[config.mk]
export PLATFORM = sky130hd
export DESIGN_NAME = oscillator_trim_calibrator_flat
export DESIGN_NICKNAME = d
export VERILOG_FILES = /design/src/octc_pkg.sv /design/src/octc_in_if.sv /design/src/octc_out_if.sv /design/src/oscillator_trim_calibrator.sv /design/src/flat_wrapper.sv
export SDC_FILE = /design/constraint.sdc
export NUM_CORES = 1
export LEC_CHECK = 0
export ABC_CLOCK_PERIOD_IN_PS = 18300
export BUFFER_PORTS_ARGS = -buffer_cell sky130_fd_sc_hd__buf_2
export CAP_MARGIN = 20
export CORE_ASPECT_RATIO = 0.5
export CORE_MARGIN = 2
export CORE_UTILIZATION = 62
export DETAILED_ROUTE_END_ITERATION = 16
export PLACE_DENSITY = 0.81
export SLEW_MARGIN = 0
export SYNTH_ARGS = -nofsm -noshare
export SYNTH_HDL_FRONTEND = slang
export SYNTH_SLANG_ARGS = --single-unit
[constraint.sdc]
create_clock -name i_clk -period 18.3 [get_ports i_clk]
set_input_delay 1.83 -clock i_clk [delete_from_list [all_inputs] [get_ports i_clk]]
set_output_delay 1.83 -clock i_clk [all_outputs]
set_load 0.02 [all_outputs]
[src/octc_pkg.sv]
// Package for the oscillator trim calibrator: word widths, register indexes,
// sequencer state type and fixed constants. No dependencies.
`default_nettype none

package octc_pkg;

    localparam int TRIM_W   = 8;
    localparam int CNT_W    = 16;
    localparam int MEAS_W   = 17;
    localparam int FREQ_W   = 32;
    localparam int STEP_W   = 5;
    localparam int NUM_W    = 8;
    localparam int CFG_IDX_W  = 3;
    localparam int CFG_DATA_W = 17;

    // Ticks per measurement: the first delta is dropped, the next two averaged.
    localparam int SAMPLES_PER_MEASURE = 3;

    // Shift-subtract divider: dividend register width and pass lengths.
    localparam int DVD_W      = 48;
    localparam int ITER_W     = 6;
    localparam int FREQ_STEPS = 48;
    localparam int INT_STEPS  = 24;

    localparam logic [FREQ_W-1:0] HALF_SCALE_Q16 = 32'h8000_0000;
    localparam logic [FREQ_W-1:0] COMP_SAT_D     = 32'h007F_0000;
    localparam logic [FREQ_W-1:0] ONE_HZ_Q16     = 32'h0001_0000;
    localparam logic signed [TRIM_W-1:0] TRIM_MAX = 8'sd127;
    localparam logic signed [TRIM_W-1:0] TRIM_MIN = -8'sd128;
    localparam logic signed [TRIM_W-1:0] COMP_MAX = 8'sd127;
    localparam logic signed [TRIM_W-1:0] COMP_MIN = -8'sd128;
    localparam logic [NUM_W-1:0] INTERVAL_MAX = 8'd255;

    // Input word kinds.
    localparam logic KIND_START = 1'b0;
    localparam logic KIND_TICK  = 1'b1;

    // Result word events.
    localparam logic EVT_APPLY  = 1'b0;
    localparam logic EVT_FINISH = 1'b1;

    // Configuration register indexes.
    typedef logic [CFG_IDX_W-1:0] t_cfg_idx;
    localparam t_cfg_idx REG_TARGET_COUNT = 3'd0;
    localparam t_cfg_idx REG_COUNTER_MOD  = 3'd1;
    localparam t_cfg_idx REG_REF_CLOCK_HZ = 3'd2;
    localparam t_cfg_idx REG_MAX_STEPS    = 3'd3;
    localparam t_cfg_idx REG_INTERVAL_NUM = 3'd4;

    typedef enum logic [6:0] {
        ST_IDLE   = 7'b0000001,
        ST_DELTA  = 7'b0000010,
        ST_EVAL   = 7'b0000100,
        ST_DIVIDE = 7'b0001000,
        ST_POST   = 7'b0010000,
        ST_COMP   = 7'b0100000,
        ST_LOAD   = 7'b1000000
    } t_state;

endpackage

`default_nettype wire

[src/octc_in_if.sv]
// Input channel of the oscillator trim calibrator: valid/ready plus the
// input word fields. Depends on octc_pkg for field widths.
`default_nettype none

interface octc_in_if;
    logic                                   valid;
    logic                                   ready;
    logic                                   kind;
    logic signed [octc_pkg::TRIM_W-1:0]     initial_trim;
    logic        [octc_pkg::CNT_W-1:0]      ref_count;

    modport source (output valid, kind, initial_trim, ref_count, input ready);
    modport sink   (input valid, kind, initial_trim, ref_count, output ready);
endinterface

`default_nettype wire

[src/octc_out_if.sv]
// Result channel of the oscillator trim calibrator: valid/ready plus the
// result word fields. Depends on octc_pkg for field widths.
`default_nettype none

interface octc_out_if;
    logic                                   valid;
    logic                                   ready;
    logic                                   event_res;
    logic signed [octc_pkg::TRIM_W-1:0]     trim_value;
    logic        [octc_pkg::CNT_W-1:0]      measured_count;
    logic        [octc_pkg::FREQ_W-1:0]     freq_q16;
    logic                                   comp_valid;
    logic        [octc_pkg::NUM_W-1:0]      comp_interval;
    logic signed [octc_pkg::TRIM_W-1:0]     comp_value;

    modport source (output valid, event_res, trim_value, measured_count, freq_q16,
                    comp_valid, comp_interval, comp_value, input ready);
    modport sink   (input valid, event_res, trim_value, measured_count, freq_q16,
                    comp_valid, comp_interval, comp_value, output ready);
endinterface

`default_nettype wire

[src/oscillator_trim_calibrator.sv]
// Top level of the oscillator trim calibrator: measurement sequencer, trim
// search and a shared shift-subtract divider. Depends on octc_pkg and the
// octc_in_if / octc_out_if channel interfaces.
//
//   Channel     Direction  Handshake      Word contents
//   i_word_in   in         valid/ready    kind, initial_trim, ref_count
//   o_word_out  out        valid/ready    event_res, trim_value, measured_count,
//                                         freq_q16, comp_valid, comp_interval,
//                                         comp_value
//   i_cfg_*     in         write enable   register index, write data
//
// A start word or an ignored tick stays idle, the first two ticks of a measurement visit
// the delta state, and a closing tick that applies a new trim goes on to evaluation and
// load. A finishing tick runs the shared divider, one quotient bit a cycle, 48 for the
// frequency and 24 more for the interval when the error is below 1 Hz. A zero count skips
// it. Reset is synchronous and active low and needs no clearing pass. Input is ready only
// while idle; a result waits in the output register and the next one in the load state.
`default_nettype none

module oscillator_trim_calibrator (
    input  wire                                  i_clk,
    input  wire                                  i_rst_n,
    octc_in_if.sink                              i_word_in,
    octc_out_if.source                           o_word_out,
    input  wire                                  i_cfg_we,
    input  wire [octc_pkg::CFG_IDX_W-1:0]        i_cfg_idx,
    input  wire [octc_pkg::CFG_DATA_W-1:0]       i_cfg_data
);
    import octc_pkg::*;

    // Configuration registers.
    logic [CNT_W-1:0]   r_target;
    logic [MEAS_W-1:0]  r_modulus;
    logic [CNT_W-1:0]   r_ref_hz;
    logic [STEP_W-1:0]  r_max_steps;
    logic [NUM_W-1:0]   r_int_num;

    // Search state.
    t_state             r_state;
    logic               r_armed;
    logic [1:0]         r_tick_idx;
    logic [CNT_W-1:0]   r_prev;
    logic [CNT_W-1:0]   r_cur;
    logic [MEAS_W-1:0]  r_delta_one;
    logic [MEAS_W-1:0]  r_delta;
    logic [STEP_W-1:0]  r_step;
    logic signed [TRIM_W-1:0] r_trim_now;
    logic signed [TRIM_W-1:0] r_trim_before;
    logic [MEAS_W-1:0]  r_meas_before;

    // Result being built.
    logic               r_evt;
    logic signed [TRIM_W-1:0] r_res_trim;
    logic [MEAS_W-1:0]  r_count;
    logic [FREQ_W-1:0]  r_freq;
    logic               r_cvalid;
    logic [NUM_W-1:0]   r_cint;
    logic signed [TRIM_W-1:0] r_cval;

    // Shared divider.
    logic [MEAS_W-1:0]  r_rem;
    logic [DVD_W-1:0]   r_dq;
    logic [MEAS_W-1:0]  r_divisor;
    logic [ITER_W-1:0]  r_iter;
    logic               r_second;

    // Output register.
    logic               r_out_valid;
    logic               r_o_evt;
    logic signed [TRIM_W-1:0] r_o_trim;
    logic [CNT_W-1:0]   r_o_count;
    logic [FREQ_W-1:0]  r_o_freq;
    logic               r_o_cvalid;
    logic [NUM_W-1:0]   r_o_cint;
    logic signed [TRIM_W-1:0] r_o_cval;

    logic               in_acc;
    logic               out_free;

    assign i_word_in.ready = (r_state == ST_IDLE);
    assign in_acc   = i_word_in.valid && i_word_in.ready;
    assign out_free = !r_out_valid || o_word_out.ready;

    // ---------------- Delta of two counter samples ----------------
    logic [MEAS_W:0]    wrap_sum;
    logic [MEAS_W-1:0]  delta_now;

    always_comb begin
        wrap_sum = {2'b00, r_cur} + {1'b0, r_modulus} - {2'b00, r_prev};
        if (r_cur < r_prev) begin
            delta_now = wrap_sum[MEAS_W-1:0];
        end else begin
            delta_now = {1'b0, r_cur - r_prev};
        end
    end

    // ---------------- Measurement evaluation ----------------
    logic [MEAS_W:0]    avg_sum;
    logic [MEAS_W-1:0]  avg;
    logic [MEAS_W-1:0]  tgt;
    logic               fast;
    logic               crossed;
    logic [MEAS_W-1:0]  dist_cur;
    logic [MEAS_W-1:0]  dist_prev;
    logic signed [TRIM_W-1:0] trim_stepped;
    logic [STEP_W-1:0]  step_next;

    always_comb begin
        avg_sum = {1'b0, r_delta_one} + {1'b0, r_delta};
        avg     = avg_sum[MEAS_W:1];
        tgt     = {1'b0, r_target};
        fast    = avg > tgt;
        crossed = (r_step != '0) &&
                  (fast ? (r_meas_before < tgt) : (r_meas_before > tgt));
        dist_cur  = (avg > tgt) ? avg - tgt : tgt - avg;
        dist_prev = (r_meas_before > tgt) ? r_meas_before - tgt : tgt - r_meas_before;
        if (fast) begin
            trim_stepped = (r_trim_now == TRIM_MIN) ? TRIM_MIN : r_trim_now - 8'sd1;
        end else begin
            trim_stepped = (r_trim_now == TRIM_MAX) ? TRIM_MAX : r_trim_now + 8'sd1;
        end
        step_next = r_step + 5'd1;
    end

    // ---------------- Divider step ----------------
    logic [MEAS_W:0]    trial_in;
    logic [MEAS_W:0]    trial_diff;
    logic               trial_ge;

    always_comb begin
        trial_in   = {r_rem, r_dq[DVD_W-1]};
        trial_diff = trial_in - {1'b0, r_divisor};
        trial_ge   = trial_in >= {1'b0, r_divisor};
    end

    // ---------------- Compensation decision ----------------
    logic               slow;
    logic [FREQ_W-1:0]  dev;
    logic [24:0]        dev_round;

    always_comb begin
        slow      = !r_freq[FREQ_W-1];
        dev       = r_freq[FREQ_W-1] ? r_freq - HALF_SCALE_Q16 : HALF_SCALE_Q16 - r_freq;
        dev_round = {1'b0, dev[23:0]} + 25'h0_8000;
    end

    // ---------------- Configuration writes ----------------
    always_ff @(posedge i_clk) begin
        if (!i_rst_n) begin
            r_target    <= 16'd31250;
            r_modulus   <= 17'd62500;
            r_ref_hz    <= 16'd31250;
            r_max_steps <= 5'd16;
            r_int_num   <= 8'd30;
        end else if (i_cfg_we) begin
            case (i_cfg_idx)
                REG_TARGET_COUNT: r_target    <= i_cfg_data[CNT_W-1:0];
                REG_COUNTER_MOD:  r_modulus   <= i_cfg_data[MEAS_W-1:0];
                REG_REF_CLOCK_HZ: r_ref_hz    <= i_cfg_data[CNT_W-1:0];
                REG_MAX_STEPS:    r_max_steps <= i_cfg_data[STEP_W-1:0];
                REG_INTERVAL_NUM: r_int_num   <= i_cfg_data[NUM_W-1:0];
                default: begin
                end
            endcase
        end
    end

    // ---------------- Sequencer ----------------
    always_ff @(posedge i_clk) begin
        if (!i_rst_n) begin
            r_state       <= ST_IDLE;
            r_armed       <= 1'b0;
            r_tick_idx    <= '0;
            r_prev        <= '0;
            r_delta_one   <= '0;
            r_step        <= '0;
            r_trim_now    <= '0;
            r_trim_before <= '0;
            r_meas_before <= '0;
        end else begin
            case (r_state)
                ST_IDLE: begin
                    if (in_acc) begin
                        if (i_word_in.kind == KIND_START) begin
                            // A start restarts the search even while armed.
                            r_trim_now    <= i_word_in.initial_trim;
                            r_trim_before <= '0;
                            r_meas_before <= '0;
                            r_tick_idx    <= '0;
                            r_step        <= '0;
                            r_armed       <= 1'b1;
                        end else if (r_armed) begin
                            r_cur   <= i_word_in.ref_count;
                            r_state <= ST_DELTA;
                        end
                    end
                end
                ST_DELTA: begin
                    r_prev <= r_cur;
                    if (r_tick_idx < 2'(SAMPLES_PER_MEASURE - 2)) begin
                        r_tick_idx <= r_tick_idx + 2'd1;
                        r_state    <= ST_IDLE;
                    end else if (r_tick_idx == 2'(SAMPLES_PER_MEASURE - 2)) begin
                        r_delta_one <= delta_now;
                        r_tick_idx  <= r_tick_idx + 2'd1;
                        r_state     <= ST_IDLE;
                    end else begin
                        r_delta    <= delta_now;
                        r_tick_idx <= '0;
                        r_state    <= ST_EVAL;
                    end
                end
                ST_EVAL: begin
                    r_cvalid <= 1'b0;
                    r_cint   <= '0;
                    r_cval   <= '0;
                    r_rem    <= '0;
                    r_dq     <= {1'b0, r_ref_hz, 31'd0};
                    r_iter   <= ITER_W'(FREQ_STEPS - 1);
                    r_second <= 1'b0;
                    // A zero count saturates the frequency and skips the divider.
                    if (crossed) begin
                        // Strictly closer wins; a tie keeps the previous point.
                        r_evt   <= EVT_FINISH;
                        r_armed <= 1'b0;
                        if (dist_cur < dist_prev) begin
                            r_res_trim <= r_trim_now;
                            r_count    <= avg;
                            r_divisor  <= avg;
                            r_state    <= (avg == '0) ? ST_COMP : ST_DIVIDE;
                            r_freq     <= (avg == '0) ? '1 : '0;
                        end else begin
                            r_res_trim <= r_trim_before;
                            r_count    <= r_meas_before;
                            r_divisor  <= r_meas_before;
                            r_state    <= (r_meas_before == '0) ? ST_COMP : ST_DIVIDE;
                            r_freq     <= (r_meas_before == '0) ? '1 : '0;
                        end
                    end else begin
                        r_trim_before <= r_trim_now;
                        r_trim_now    <= trim_stepped;
                        r_meas_before <= avg;
                        r_step        <= step_next;
                        if (step_next >= r_max_steps) begin
                            // Search exhausted: report the last measurement.
                            r_evt      <= EVT_FINISH;
                            r_armed    <= 1'b0;
                            r_res_trim <= r_trim_now;
                            r_count    <= avg;
                            r_divisor  <= avg;
                            r_state    <= (avg == '0) ? ST_COMP : ST_DIVIDE;
                            r_freq     <= (avg == '0) ? '1 : '0;
                        end else begin
                            r_evt      <= EVT_APPLY;
                            r_res_trim <= trim_stepped;
                            r_count    <= '0;
                            r_freq     <= '0;
                            r_state    <= ST_LOAD;
                        end
                    end
                end
                ST_DIVIDE: begin
                    r_rem  <= trial_ge ? trial_diff[MEAS_W-1:0] : trial_in[MEAS_W-1:0];
                    r_dq   <= {r_dq[DVD_W-2:0], trial_ge};
                    r_iter <= r_iter - 6'd1;
                    if (r_iter == '0) begin
                        r_state <= ST_POST;
                    end
                end
                ST_POST: begin
                    if (r_second) begin
                        r_cint  <= (r_dq[INT_STEPS-1:NUM_W] != '0) ? INTERVAL_MAX
                                                                   : r_dq[NUM_W-1:0];
                        r_state <= ST_LOAD;
                    end else begin
                        r_freq  <= (r_dq[DVD_W-1:FREQ_W] != '0) ? '1 : r_dq[FREQ_W-1:0];
                        r_state <= ST_COMP;
                    end
                end
                ST_COMP: begin
                    r_cint <= '0;
                    if (dev == '0) begin
                        r_cvalid <= 1'b0;
                        r_cval   <= '0;
                        r_state  <= ST_LOAD;
                    end else if (dev >= COMP_SAT_D) begin
                        r_cvalid <= 1'b1;
                        r_cval   <= slow ? COMP_MAX : COMP_MIN;
                        r_state  <= ST_LOAD;
                    end else if (dev >= ONE_HZ_Q16) begin
                        r_cvalid <= 1'b1;
                        r_cval   <= slow ? $signed(dev_round[23:16])
                                         : -$signed(dev_round[23:16]);
                        r_state  <= ST_LOAD;
                    end else begin
                        // Below 1 Hz: one cycle every interval_numerator/dev seconds.
                        r_cvalid  <= 1'b1;
                        r_cval    <= slow ? 8'sd1 : -8'sd1;
                        r_rem     <= '0;
                        r_dq      <= {r_int_num, 16'd0, 24'd0};
                        r_divisor <= {1'b0, dev[15:0]};
                        r_iter    <= ITER_W'(INT_STEPS - 1);
                        r_second  <= 1'b1;
                        r_state   <= ST_DIVIDE;
                    end
                end
                ST_LOAD: begin
                    if (out_free) begin
                        r_state <= ST_IDLE;
                    end
                end
                default: begin
                    r_state <= ST_IDLE;
                end
            endcase
        end
    end

    // ---------------- Output register ----------------
    always_ff @(posedge i_clk) begin
        if (!i_rst_n) begin
            r_out_valid <= 1'b0;
        end else if (r_state == ST_LOAD && out_free) begin
            r_out_valid <= 1'b1;
        end else if (o_word_out.ready) begin
            r_out_valid <= 1'b0;
        end
    end

    always_ff @(posedge i_clk) begin
        if (r_state == ST_LOAD && out_free) begin
            r_o_evt    <= r_evt;
            r_o_trim   <= r_res_trim;
            r_o_count  <= r_count[MEAS_W-1] ? '1 : r_count[CNT_W-1:0];
            r_o_freq   <= r_freq;
            r_o_cvalid <= r_cvalid;
            r_o_cint   <= r_cint;
            r_o_cval   <= r_cval;
        end
    end

    assign o_word_out.valid          = r_out_valid;
    assign o_word_out.event_res      = r_o_evt;
    assign o_word_out.trim_value     = r_o_trim;
    assign o_word_out.measured_count = r_o_count;
    assign o_word_out.freq_q16       = r_o_freq;
    assign o_word_out.comp_valid     = r_o_cvalid;
    assign o_word_out.comp_interval  = r_o_cint;
    assign o_word_out.comp_value     = r_o_cval;

endmodule

`default_nettype wire

[src/flat_wrapper.sv]
// flat-port wrapper written by rule: the top's interface ports become plain ports
module oscillator_trim_calibrator_flat import octc_pkg::*;
  (i_clk, i_rst_n, i_cfg_we, i_cfg_idx, i_cfg_data, i_word_in_valid, i_word_in_kind, i_word_in_initial_trim, i_word_in_ref_count, i_word_in_ready, o_word_out_valid, o_word_out_event_res, o_word_out_trim_value, o_word_out_measured_count, o_word_out_freq_q16, o_word_out_comp_valid, o_word_out_comp_interval, o_word_out_comp_value, o_word_out_ready);
  octc_in_if i_word_in_i ();
  octc_out_if o_word_out_i ();
  input  wire i_clk;
  input  wire i_rst_n;
  input  wire i_cfg_we;
  input  wire [octc_pkg::CFG_IDX_W-1:0] i_cfg_idx;
  input  wire [octc_pkg::CFG_DATA_W-1:0] i_cfg_data;
  input wire logic [$bits(i_word_in_i.valid)-1:0] i_word_in_valid;
  input wire logic [$bits(i_word_in_i.kind)-1:0] i_word_in_kind;
  input wire logic [$bits(i_word_in_i.initial_trim)-1:0] i_word_in_initial_trim;
  input wire logic [$bits(i_word_in_i.ref_count)-1:0] i_word_in_ref_count;
  output wire logic [$bits(i_word_in_i.ready)-1:0] i_word_in_ready;
  output wire logic [$bits(o_word_out_i.valid)-1:0] o_word_out_valid;
  output wire logic [$bits(o_word_out_i.event_res)-1:0] o_word_out_event_res;
  output wire logic [$bits(o_word_out_i.trim_value)-1:0] o_word_out_trim_value;
  output wire logic [$bits(o_word_out_i.measured_count)-1:0] o_word_out_measured_count;
  output wire logic [$bits(o_word_out_i.freq_q16)-1:0] o_word_out_freq_q16;
  output wire logic [$bits(o_word_out_i.comp_valid)-1:0] o_word_out_comp_valid;
  output wire logic [$bits(o_word_out_i.comp_interval)-1:0] o_word_out_comp_interval;
  output wire logic [$bits(o_word_out_i.comp_value)-1:0] o_word_out_comp_value;
  input wire logic [$bits(o_word_out_i.ready)-1:0] o_word_out_ready;
  assign i_word_in_i.valid = i_word_in_valid;
  assign i_word_in_i.kind = i_word_in_kind;
  assign i_word_in_i.initial_trim = i_word_in_initial_trim;
  assign i_word_in_i.ref_count = i_word_in_ref_count;
  assign i_word_in_ready = i_word_in_i.ready;
  assign o_word_out_valid = o_word_out_i.valid;
  assign o_word_out_event_res = o_word_out_i.event_res;
  assign o_word_out_trim_value = o_word_out_i.trim_value;
  assign o_word_out_measured_count = o_word_out_i.measured_count;
  assign o_word_out_freq_q16 = o_word_out_i.freq_q16;
  assign o_word_out_comp_valid = o_word_out_i.comp_valid;
  assign o_word_out_comp_interval = o_word_out_i.comp_interval;
  assign o_word_out_comp_value = o_word_out_i.comp_value;
  assign o_word_out_i.ready = o_word_out_ready;
  oscillator_trim_calibrator u_core (.i_clk(i_clk), .i_rst_n(i_rst_n), .i_word_in(i_word_in_i), .o_word_out(o_word_out_i), .i_cfg_we(i_cfg_we), .i_cfg_idx(i_cfg_idx), .i_cfg_data(i_cfg_data));
endmodule
* Word-level counts from Yosys, hierarchy flattened *
Index checks and enable logic that the tools add are counted.

operators by class
  reduce and logical (&&, ||, !) cells = 40
  $add $sub $neg = 18
  equality and inequality tests = 27
  mux-type cells = 103
  order comparisons = 10
  bitwise logic cells = 2

operators with widths
  kind                      count
  $mux W17                  18
  $mux W32                  8
  $mux W8                   20
  $mux W48                  3
  $pmux W48 S3              1
  $mux W7                   13
  $pmux W17 S2              2
  $pmux W32 S2              1
  $pmux W8 S2               4
  $pmux W17 S3              1
  $sub A17 B16 Y17          3
  $pmux W7 S7               1
  $gt A17 B16 Y1            2
  $logic_not A17 Y1         2
  $sub A16 B17 Y17          2
  $ge A32 B17 Y1 const B    1
  $ge A32 B23 Y1 const B    1
  $logic_not A32 Y1         1
  $reduce_bool A16 Y1       2
  $sub A32 B32 Y32 const A  1
  $sub A32 B32 Y32 const B  1
  $mux W6                   5
  $add A24 B16 Y24 const B  1
  $reduce_and A5 Y1         4
  53 further kinds          102

storage, ports and cells
  output and inout port bits = 76
  bits of input ports = 50
  logic and storage cells = 236
  register bits after elaboration = 415

* Depth between registers and ports, before layout *
Gate-level depths: netlist of the first run.

  word-level depth = 9
  mapped depth = 36
  mapped depth without buffers = 31

* Worst setup path after synthesis of the first run *
OpenSTA, ideal clock, no wires.

  path type = flip-flop to flip-flop
  start point = reg u_core.r_delta[5]
  end point = reg u_core.r_res_trim[2], data pin
  arrival = 6835 ps
  stages on the path, launching flop included = 34
  slack = 11199 ps
  path buffers = 6
  period minus slack after synthesis = 7101 ps
  setup time = 266 ps
  path through = edfxtp_1 ha_1 and3_1 a2111oi_0 a21oi_1 o22ai_1 o21bai_1 a21oi_1 xnor2_1 ha_1 clkbuf_1 nand4_1 nor4_1 nor3b_1 nor2_1 and3_1 clkbuf_1 clkbuf_1 buf_1 nand2_1 nand3_1 a21oi_1 xnor2_1 ha_1 and3_1 a211oi_1 o21ai_0 a2111oi_0 o21ai_0 and3_1 clkbuf_1 clkbuf_1 a22oi_1 o21ai_0

on the way
  longest elaborated chain between the ends = 6
  elaborated cells on any way between the ends = 12
  those cells by class = add/sub (3); order compare (2); mux (6); reduce/logical (1)

ends and longest elaborated chain
  what                                      RTL line                           source
  start: declaration                        oscillator_trim_calibrator.sv:45   logic [MEAS_W-1:0] r_delta;
  start signal: assignment                  oscillator_trim_calibrator.sv:208  r_delta <= delta_now;
  $add A17 B17 Y18 (*)                      oscillator_trim_calibrator.sv:109  avg_sum = {1'b0, r_delta_one} + {1'b0, r_delta};
  $sub A16 B17 Y17 (tied with other cells)  oscillator_trim_calibrator.sv:115  dist_cur = (avg > tgt) ? avg - tgt : tgt - avg;
  $mux W17                                  oscillator_trim_calibrator.sv:115
  $lt A17 B17 Y1                            oscillator_trim_calibrator.sv:226  if (dist_cur < dist_prev) begin
  $mux W8                                   oscillator_trim_calibrator.sv:226
  $mux W8 (*)                               oscillator_trim_calibrator.sv:222  if (crossed) begin
  end signal: assignment                    oscillator_trim_calibrator.sv:227  r_res_trim <= r_trim_now;
  end signal: assignment                    oscillator_trim_calibrator.sv:233  r_res_trim <= r_trim_before;
  end signal: assignment                    oscillator_trim_calibrator.sv:248  r_res_trim <= r_trim_now;
  end: declaration                          oscillator_trim_calibrator.sv:53   logic signed [TRIM_W-1:0] r_res_trim;

Mark *: on every way between the ends. The rest lies on a longest branch, timed or not.
A chain may end at the register's enable or synchronous reset.

* Worst setup path in the final report of the first run *
  start point = reg u_core.r_delta_one[1]
  end point = reg u_core.r_freq[22], data pin

on the way
  longest elaborated chain between the ends = 7
  elaborated cells on any way between the ends = 14
  those cells by class = add/sub (3); order compare (2); mux (7); reduce/logical (2)

ends and longest elaborated chain
  what                                      RTL line                           source
  start: declaration                        oscillator_trim_calibrator.sv:44   logic [MEAS_W-1:0] r_delta_one;
  start signal: assignment                  oscillator_trim_calibrator.sv:204  r_delta_one <= delta_now;
  $add A17 B17 Y18 (*)                      oscillator_trim_calibrator.sv:109
  $sub A16 B17 Y17 (tied with other cells)  oscillator_trim_calibrator.sv:115
  $mux W17                                  oscillator_trim_calibrator.sv:115
  $lt A17 B17 Y1                            oscillator_trim_calibrator.sv:226
  $mux W32                                  oscillator_trim_calibrator.sv:226
  $mux W32 (*)                              oscillator_trim_calibrator.sv:222
  $pmux W32 S2 (*)                          oscillator_trim_calibrator.sv:181  case (r_state)
  end signal: assignment                    oscillator_trim_calibrator.sv:231  r_freq <= (avg == '0) ? '1 : '0;
  end signal: assignment                    oscillator_trim_calibrator.sv:237  r_freq <= (r_meas_before == '0) ? '1 : '0;
  end signal: assignment                    oscillator_trim_calibrator.sv:252  r_freq <= (avg == '0) ? '1 : '0;
  end: declaration                          oscillator_trim_calibrator.sv:55   logic [FREQ_W-1:0] r_freq;

Marked as above.

==> reports/qor.csv, run 1 <==
metric,value,unit
synth_xor_xnor_area_share,4.12,%
core_area,0.0401,sq mm
fin_ws,9.40,ns
crit_path_top_delay_cell,and3_1,
syn_to_final_growth,9.40,%
routedWlPerCell,20.2,um
netlist.area_leader.share,32.5,%
use_met1,44.7,%
antenna_found_initial,0,
cts_buffers,37,
ctsHoldBuffers,0,
final-hold-violation-count,0,
grt_pass1_wl,105000,um
gp_congestion,0.951,
worst-path-stages,31,
grt-busiest-layer,met2,
cts_setup_buffers,0,
grt_max_degree,95,
ant_nets,0,
period_needed,8.90,ns
routed_via_density,6.22,
clock_path_buffers,3,
async_reset_ff_share,0,%
fin_skew,0.0209,ns
hp-class,flip-flop to flip-flop,
worst-path-max-fanout,32,
synthCells,2675,
yosys.area_share.adder,9.92,%
syn-num-nets,2910,
pre_cts_ws,9.78,ns
r2r_start,u_core.r_delta_one[1],
syn_area,0.0251,sq mm
startpoint,u_core.r_delta_one[1],
syn_area_per_cell,9.37,sq um
cts.sinks,415,
seq_area_frac_synth,44.0,%
num_vias,20600,
worstHoldStart,u_core.r_cint[2],
fin_crit_sh,48.6,%
endpoint_kind,flip-flop,
power.leakage,10.9,nW
drive_gt1_share,10.7,%
holdPathStages,0,
use_met2,50.1,%
synth_ff_type,edfxtp_1,
postRouteWirelength,66900,um
ios,126,
fmax,112,MHz
critical_path.most_common_cell,a21oi_1,
synth_top_family_by_area,simple AND/OR/NAND/NOR gates,
max_cap_viol_count,0,
root_buffer,clkbuf_16,
die-area,0.0422,sq mm
setup-violations-final,0,
die-width,288,um
cp_top_family,compound AO/OA/AOI/OAI gates,
muxShareOfSynthArea,2.22,%
synth-warning-count,0,
route.detailed.drc,0,
path_class,flip-flop to flip-flop,
first_global_vias,19200,
worstPathArrival,9.31,ns
io_buffers,125,
rsz0062_at_grt,false,
hpwl,49000,um
first_iter_violations,2040,
relSlewSlack,20.2,%
cts_resized,0,
cts_tree,built,
path_clk_slew,0.07,ns
synth-compound-area-share,17.2,%
die_h,146,um
final_cells,3304,
synth-seq-cells,415,
critPathBufInv,3,
overflow,0,
placedCellCount,3235,
start_util,62.4,%
antennaDiodeCount,0,
firstDrtPassIters,6,
cpPeakStageDelay,0.83,ns
final_nets,2972,
synthSimpleGateAreaFrac,17.4,%
reg2reg_depth,31,
synth_area_leaders,"edfxtp_1 (32%), dfxtp_1 (11%), ha_1 (8.1%)",
peakVddDrop,0.0699,mV
clock_latency,0.55,ns
worst_pin_slew,1.19,ns
cp_data_required_time,18.71,ns
synth_edf_count,271,
row_count,52,
synth.distinct_cells,94,
yosys.area.top_type,edfxtp_1,
slew_violations,0,
grt_util_met3,5.34,%
grt_use_total,31.3,%
htreeDepth,2,
finalSetupTns,0,ns
p_per_area,70.2,mW/mm^2
status,finished clean,
worstSetupStartpointType,flip-flop,
[flip-flops by register name (all words and copies together) (netlist names), 17 cells and up]
name / cells
u_core.o_word_out.freq_q16: 32
u_core.r_count: 17
u_core.r_delta: 17
u_core.r_delta_one: 17
u_core.r_divisor: 17
u_core.r_dq: 48
u_core.r_freq: 32
u_core.r_meas_before: 17
u_core.r_modulus: 17
u_core.r_rem: 17
[per-stage QoR]
step	hold WS (ns)	power, mW	cell area [sq um]	util, %
after floorplan	0.400	1.09	25100	-
final	0.418	1.93	27400	68.3
after global placement	0.401	1.12	26100	65.0
after detailed placement	0.405	1.12	26100	65.1
after CTS	0.403	1.93	27400	68.2
after global routing	0.423	1.98	27400	68.3
[routing by layer]
layer	routed length, um	up-vias	share of wire (%)
met5	0	-	0
met2	31000	870	46
met1	29000	9910	43
li1	-	9642	-
met3	5380	128	8.0
met4	1510	0	2.3
[cell families (layout without fill, tap and decap cells)]
kind of cell,after synthesis,after routing
buffers and inverters,330,419
muxes,53,53
and+or+nand+nor,909,909
AOI/OAI and AO/OA,665,665
DFF,415,415
adders and majority gates,185,185
xor gates and xnor gates,118,118
[worst register-to-register path: cells and delay by family (launching register included)]
kind / cells / cell delay, ns
buf+inv: 3 / 0.77
simple gates: 8 / 2.35
flops: 1 / 0.37
compound gates: 15 / 3.29
xor+xnor: 2 / 0.94
fa+ha+maj: 3 / 1.05
[power breakdown]
part	internal, mW	switching [mW]
sequential	0.993	0.00682
combinational	0.0411	0.0656
clock	0.465	0.354
total	1.50	0.426
[cells in the mapped netlist (21+ instances only)]
cell        n
a21o_1     65
a21oi_1   250
a31oi_1    21
and2_1     41
and3_1     23
clkbuf_1  114
dfxtp_1   144
edfxtp_1  271
fa_1       23
ha_1      162
inv_1     193
mux2i_1    42
nand2_1   295
nand3_1    72
nand4_1    28
nor2_1    231
nor2b_1    27
nor3_1     54
nor4_1     25
o211ai_1   28
o21a_1     48
o21ai_0    95
or2_2      25
xnor2_1    70
xor2_1     48
[cell usage in the layout (no fill, tap or decap), types with 16 or more instances in the layout]
cell type | synthesis | final
nor4_1 | 25 | 25
nand4_1 | 28 | 28
a31oi_1 | 21 | 21
nand3_1 | 72 | 72
xor2_1 | 48 | 48
or3_1 | 18 | 18
nand2b_1 | 16 | 16
nand2_1 | 295 | 295
xnor2_1 | 70 | 70
or2_2 | 25 | 25
buf_4 | 0 | 27
o211ai_1 | 28 | 28
edfxtp_1 | 271 | 271
nor3_1 | 54 | 53
mux2i_1 | 42 | 42
o21ai_0 | 95 | 95
ha_1 | 162 | 162
a21o_1 | 65 | 65
and3_1 | 23 | 23
nor2_1 | 231 | 229
inv_1 | 193 | 193
buf_2 | 6 | 125
a21oi_1 | 250 | 248
and2_1 | 41 | 41
nor2b_1 | 27 | 26
clkbuf_16 | 0 | 38
dfxtp_1 | 144 | 144
o21a_1 | 48 | 48
a211oi_1 | 18 | 18
fa_1 | 23 | 23
[cell type report]
class | instances | area (sq um)
Clock inverter | 19 | 253
Clock buffer | 47 | 1000
Multi-Input combinational cell | 1930 | 12800
Tap cell | 540 | 676
Fill cell | 3143 | 12700
Timing Repair Buffer | 157 | 917
Sequential cell | 415 | 11000
Inverter | 196 | 736
[path summary, 6_finish.rpt]
path / slack [ns] / end
hold reg to reg: 0.42 / u_core.o_word_out.comp_interval[2]
setup reg to reg: 9.40 / u_core.r_freq[22]
setup / recovery: 9.40 / u_core.r_freq[22]
hold / removal: 0.42 / u_core.o_word_out.comp_interval[2]
No activity file was read; power rests on OpenSTA's default activity.
==> run 2: changes to the inputs <==
ABC_CLOCK_PERIOD_IN_PS = 7700   (was 18300)
CORE_UTILIZATION = 57   (was 62)
PLACE_DENSITY = 0.78   (was 0.81)
clock period = 7.7 ns   (was 18.3 ns; I/O delays follow)
==> run 2 against run 1 <==
  * Cell area grew 0.90%
  * Sequential share of layout area fell by 0.36 points
  * First-iteration DRC count shrank 8.3%
  * Cell count is 2.3% higher
  * Hold slack lost 0.026 ns
  * Register-to-register slack lost 8.9 ns
  * Sequential cell count is the same
  * Setup slack got worse by 8.9 ns
  * Routed wire length up 2.8%
  * Sequential power rose by 140%
  * Non-clock buffer count grew 26
  * Combinational power increased by 140%
==> reports/qor.csv, run 2 (same netlist as run 1, synthesis figures left out) <==
metric,value,unit,change
pre_cts_ws,0.409,ns,-9.37 ns
power,4.52,mW,+130%
p_clk_share,41.7,%,-0.8 points
first_global_vias,19200,,-0.41%
die-width,301,um,+4.2%
die-area,0.0458,sq mm,+8.6%
cts_tree,built,,
worstPathArrival,7.53,ns,-1.78 ns
min_to,u_core.r_cur[11],,
endpoint_kind,flip-flop,,
p_per_area,163,mW/mm^2,+130%
final_cell_mix,"nand2_1 (295), edfxtp_1 (271), a21oi_1 (248)",,
path_class,flip-flop to flip-flop,,
period_needed,7.23,ns,-1.67 ns
fin_crit_sh,93.9,%,+45 points
cts_setup_buffers,0,,unchanged
hpwl,50800,um,+3.7%
worst-path-stages,30,,-3.2%
io_buffers,125,,unchanged
status,finished clean,,
path_clk_slew,0.07,ns,about the same
top_register,u_core.r_dq,,
worst_pin_slew,1.08,ns,-0.107 ns
final-hold-violation-count,0,,unchanged
slew_violations,0,,unchanged
htreeDepth,2,,unchanged
p_comb_share,5.8,%,+0.3 points
ios,126,,unchanged
reg2reg_depth,30,,-3.2%
overflow,0,,unchanged
syn_to_final_growth,10.4,%,
r2r_start,u_core.r_delta[5],,
firstDrtPassIters,6,,unchanged
fmax,138,MHz,+23%
clock_latency,0.55,ns,about the same
ant_nets,0,,unchanged
cts_buffers,38,,+2.7%
first_iter_violations,1870,,-8.3%
grt_use_total,29.4,%,-1.9 points
power.leakage,11.0,nW,+1.2%
routed_via_density,6.04,,-2.9%
peakVddDrop,0.149,mV,+110%
setup-violations-final,0,,unchanged
largest_reg_flops,48,,unchanged
core_area,0.0435,sq mm,+8.4%
postRouteWirelength,68700,um,+2.8%
grt_pass1_wl,107000,um,+2.2%
clock_path_buffers,3,,unchanged
drive_gt1_share,11.8,%,+1.0 points
gp_congestion,1.01,,+5.9%
p_sw_share,23.0,%,+0.84 points
power.share.sequential,52.6,%,+0.7 points
cp_top_family,compound AO/OA/AOI/OAI gates,,
fin_ws,0.473,ns,-8.93 ns
relSlewSlack,27.5,%,+7.3 points
worst-path-max-fanout,32,,unchanged
fin_skew,0.0199,ns,-0.00102 ns
routedWlPerCell,20.3,um,+0.42%
worstHoldStart,i_word_in_ref_count[11],,
rr_endpoint,u_core.r_freq[14],,
die_h,152,um,+4.2%
row_count,54,,+3.8%
layout_commonest_cell,nand2_1,,
final_nets,2999,,+0.91%
hp-class,input pin to flip-flop,,
antenna_found_initial,0,,unchanged
cts.sinks,415,,unchanged
cpPeakStageDelay,0.50,ns,-0.33 ns
rsz0062_at_grt,false,,
holdPathStages,1,,+1
route.detailed.drc,0,,unchanged
worstSetupStartpointType,flip-flop,,
p_sw,1.04,mW,+140%
p_int,3.48,mW,+130%
cp_data_required_time,8.00,ns,-10.71 ns
r2r_setup_slack,0.47,ns,-8.93 ns
root_buffer,clkbuf_16,,
grt_max_degree,75,,-21%
start_util,57.6,%,-4.8 points
crit_path_top_delay_cell,ha_2,,
critPathBufInv,4,,+1
fin_hold_ws,0.392,ns,-0.0262 ns
num_vias,20400,,-0.68%
finalSetupTns,0,ns,unchanged
antennaDiodeCount,0,,unchanged
max_cap_viol_count,0,,unchanged
-- run 2: metal layers --
layer	GRT usage, %	share of wire, %
met1	42.3	45
met2	46.7	45
met3	5.82	8.5
met4	5.59	1.6
met5	0	0
-- run 2: worst max path at each step --
stage,start,endpoint,slack (ns)
global placement,u_core.r_delta[5],u_core.r_freq[25],0.57
finish,u_core.r_delta[5],u_core.r_freq[14],0.47
detailed placement,u_core.r_delta[5],u_core.r_freq[14],0.41
global route,u_core.r_delta[5],u_core.r_freq[20],0.02
floorplan,u_core.r_delta[5],u_core.r_res_trim[2],0.60
CTS,u_core.r_delta[5],u_core.r_freq[14],0.38
-- run 2: final cells by class --
| type | count | area (sq um) |
|---|---|---|
| Clock buffer | 50 | 1030 |
| Clock inverter | 19 | 175 |
| Fill cell | 3553 | 15800 |
| Inverter | 196 | 736 |
| Multi-Input combinational cell | 1930 | 12900 |
| Sequential cell | 415 | 11000 |
| Tap cell | 588 | 736 |
| Timing Repair Buffer | 183 | 1120 |
-- run 2: power groups by stage --
stage | Combinational (mW) | Sequential [mW] | Clock, mW
after floorplan | 0.177 | 2.42 | 0
after global placement | 0.251 | 2.43 | 0
after detailed placement | 0.253 | 2.43 | 0
after CTS | 0.255 | 2.38 | 1.90
after global routing | 0.286 | 2.38 | 1.98
final | 0.260 | 2.38 | 1.89
-- run 2: through the flow --
step	cells	utilization, %	instance area (sq um)
detailed placement	3307	60.6	26400
finish	3381	63.6	27700
floorplan	2675	-	25100
global placement	3307	60.6	26400
global route	3381	63.6	27700
CTS	3376	63.3	27600
-- run 2: what timing repair did --
action / CTS / global route
resized for setup: 0 / 6
hold buffers: 0 / 0
endpoints found under the setup margin: 0 / 58
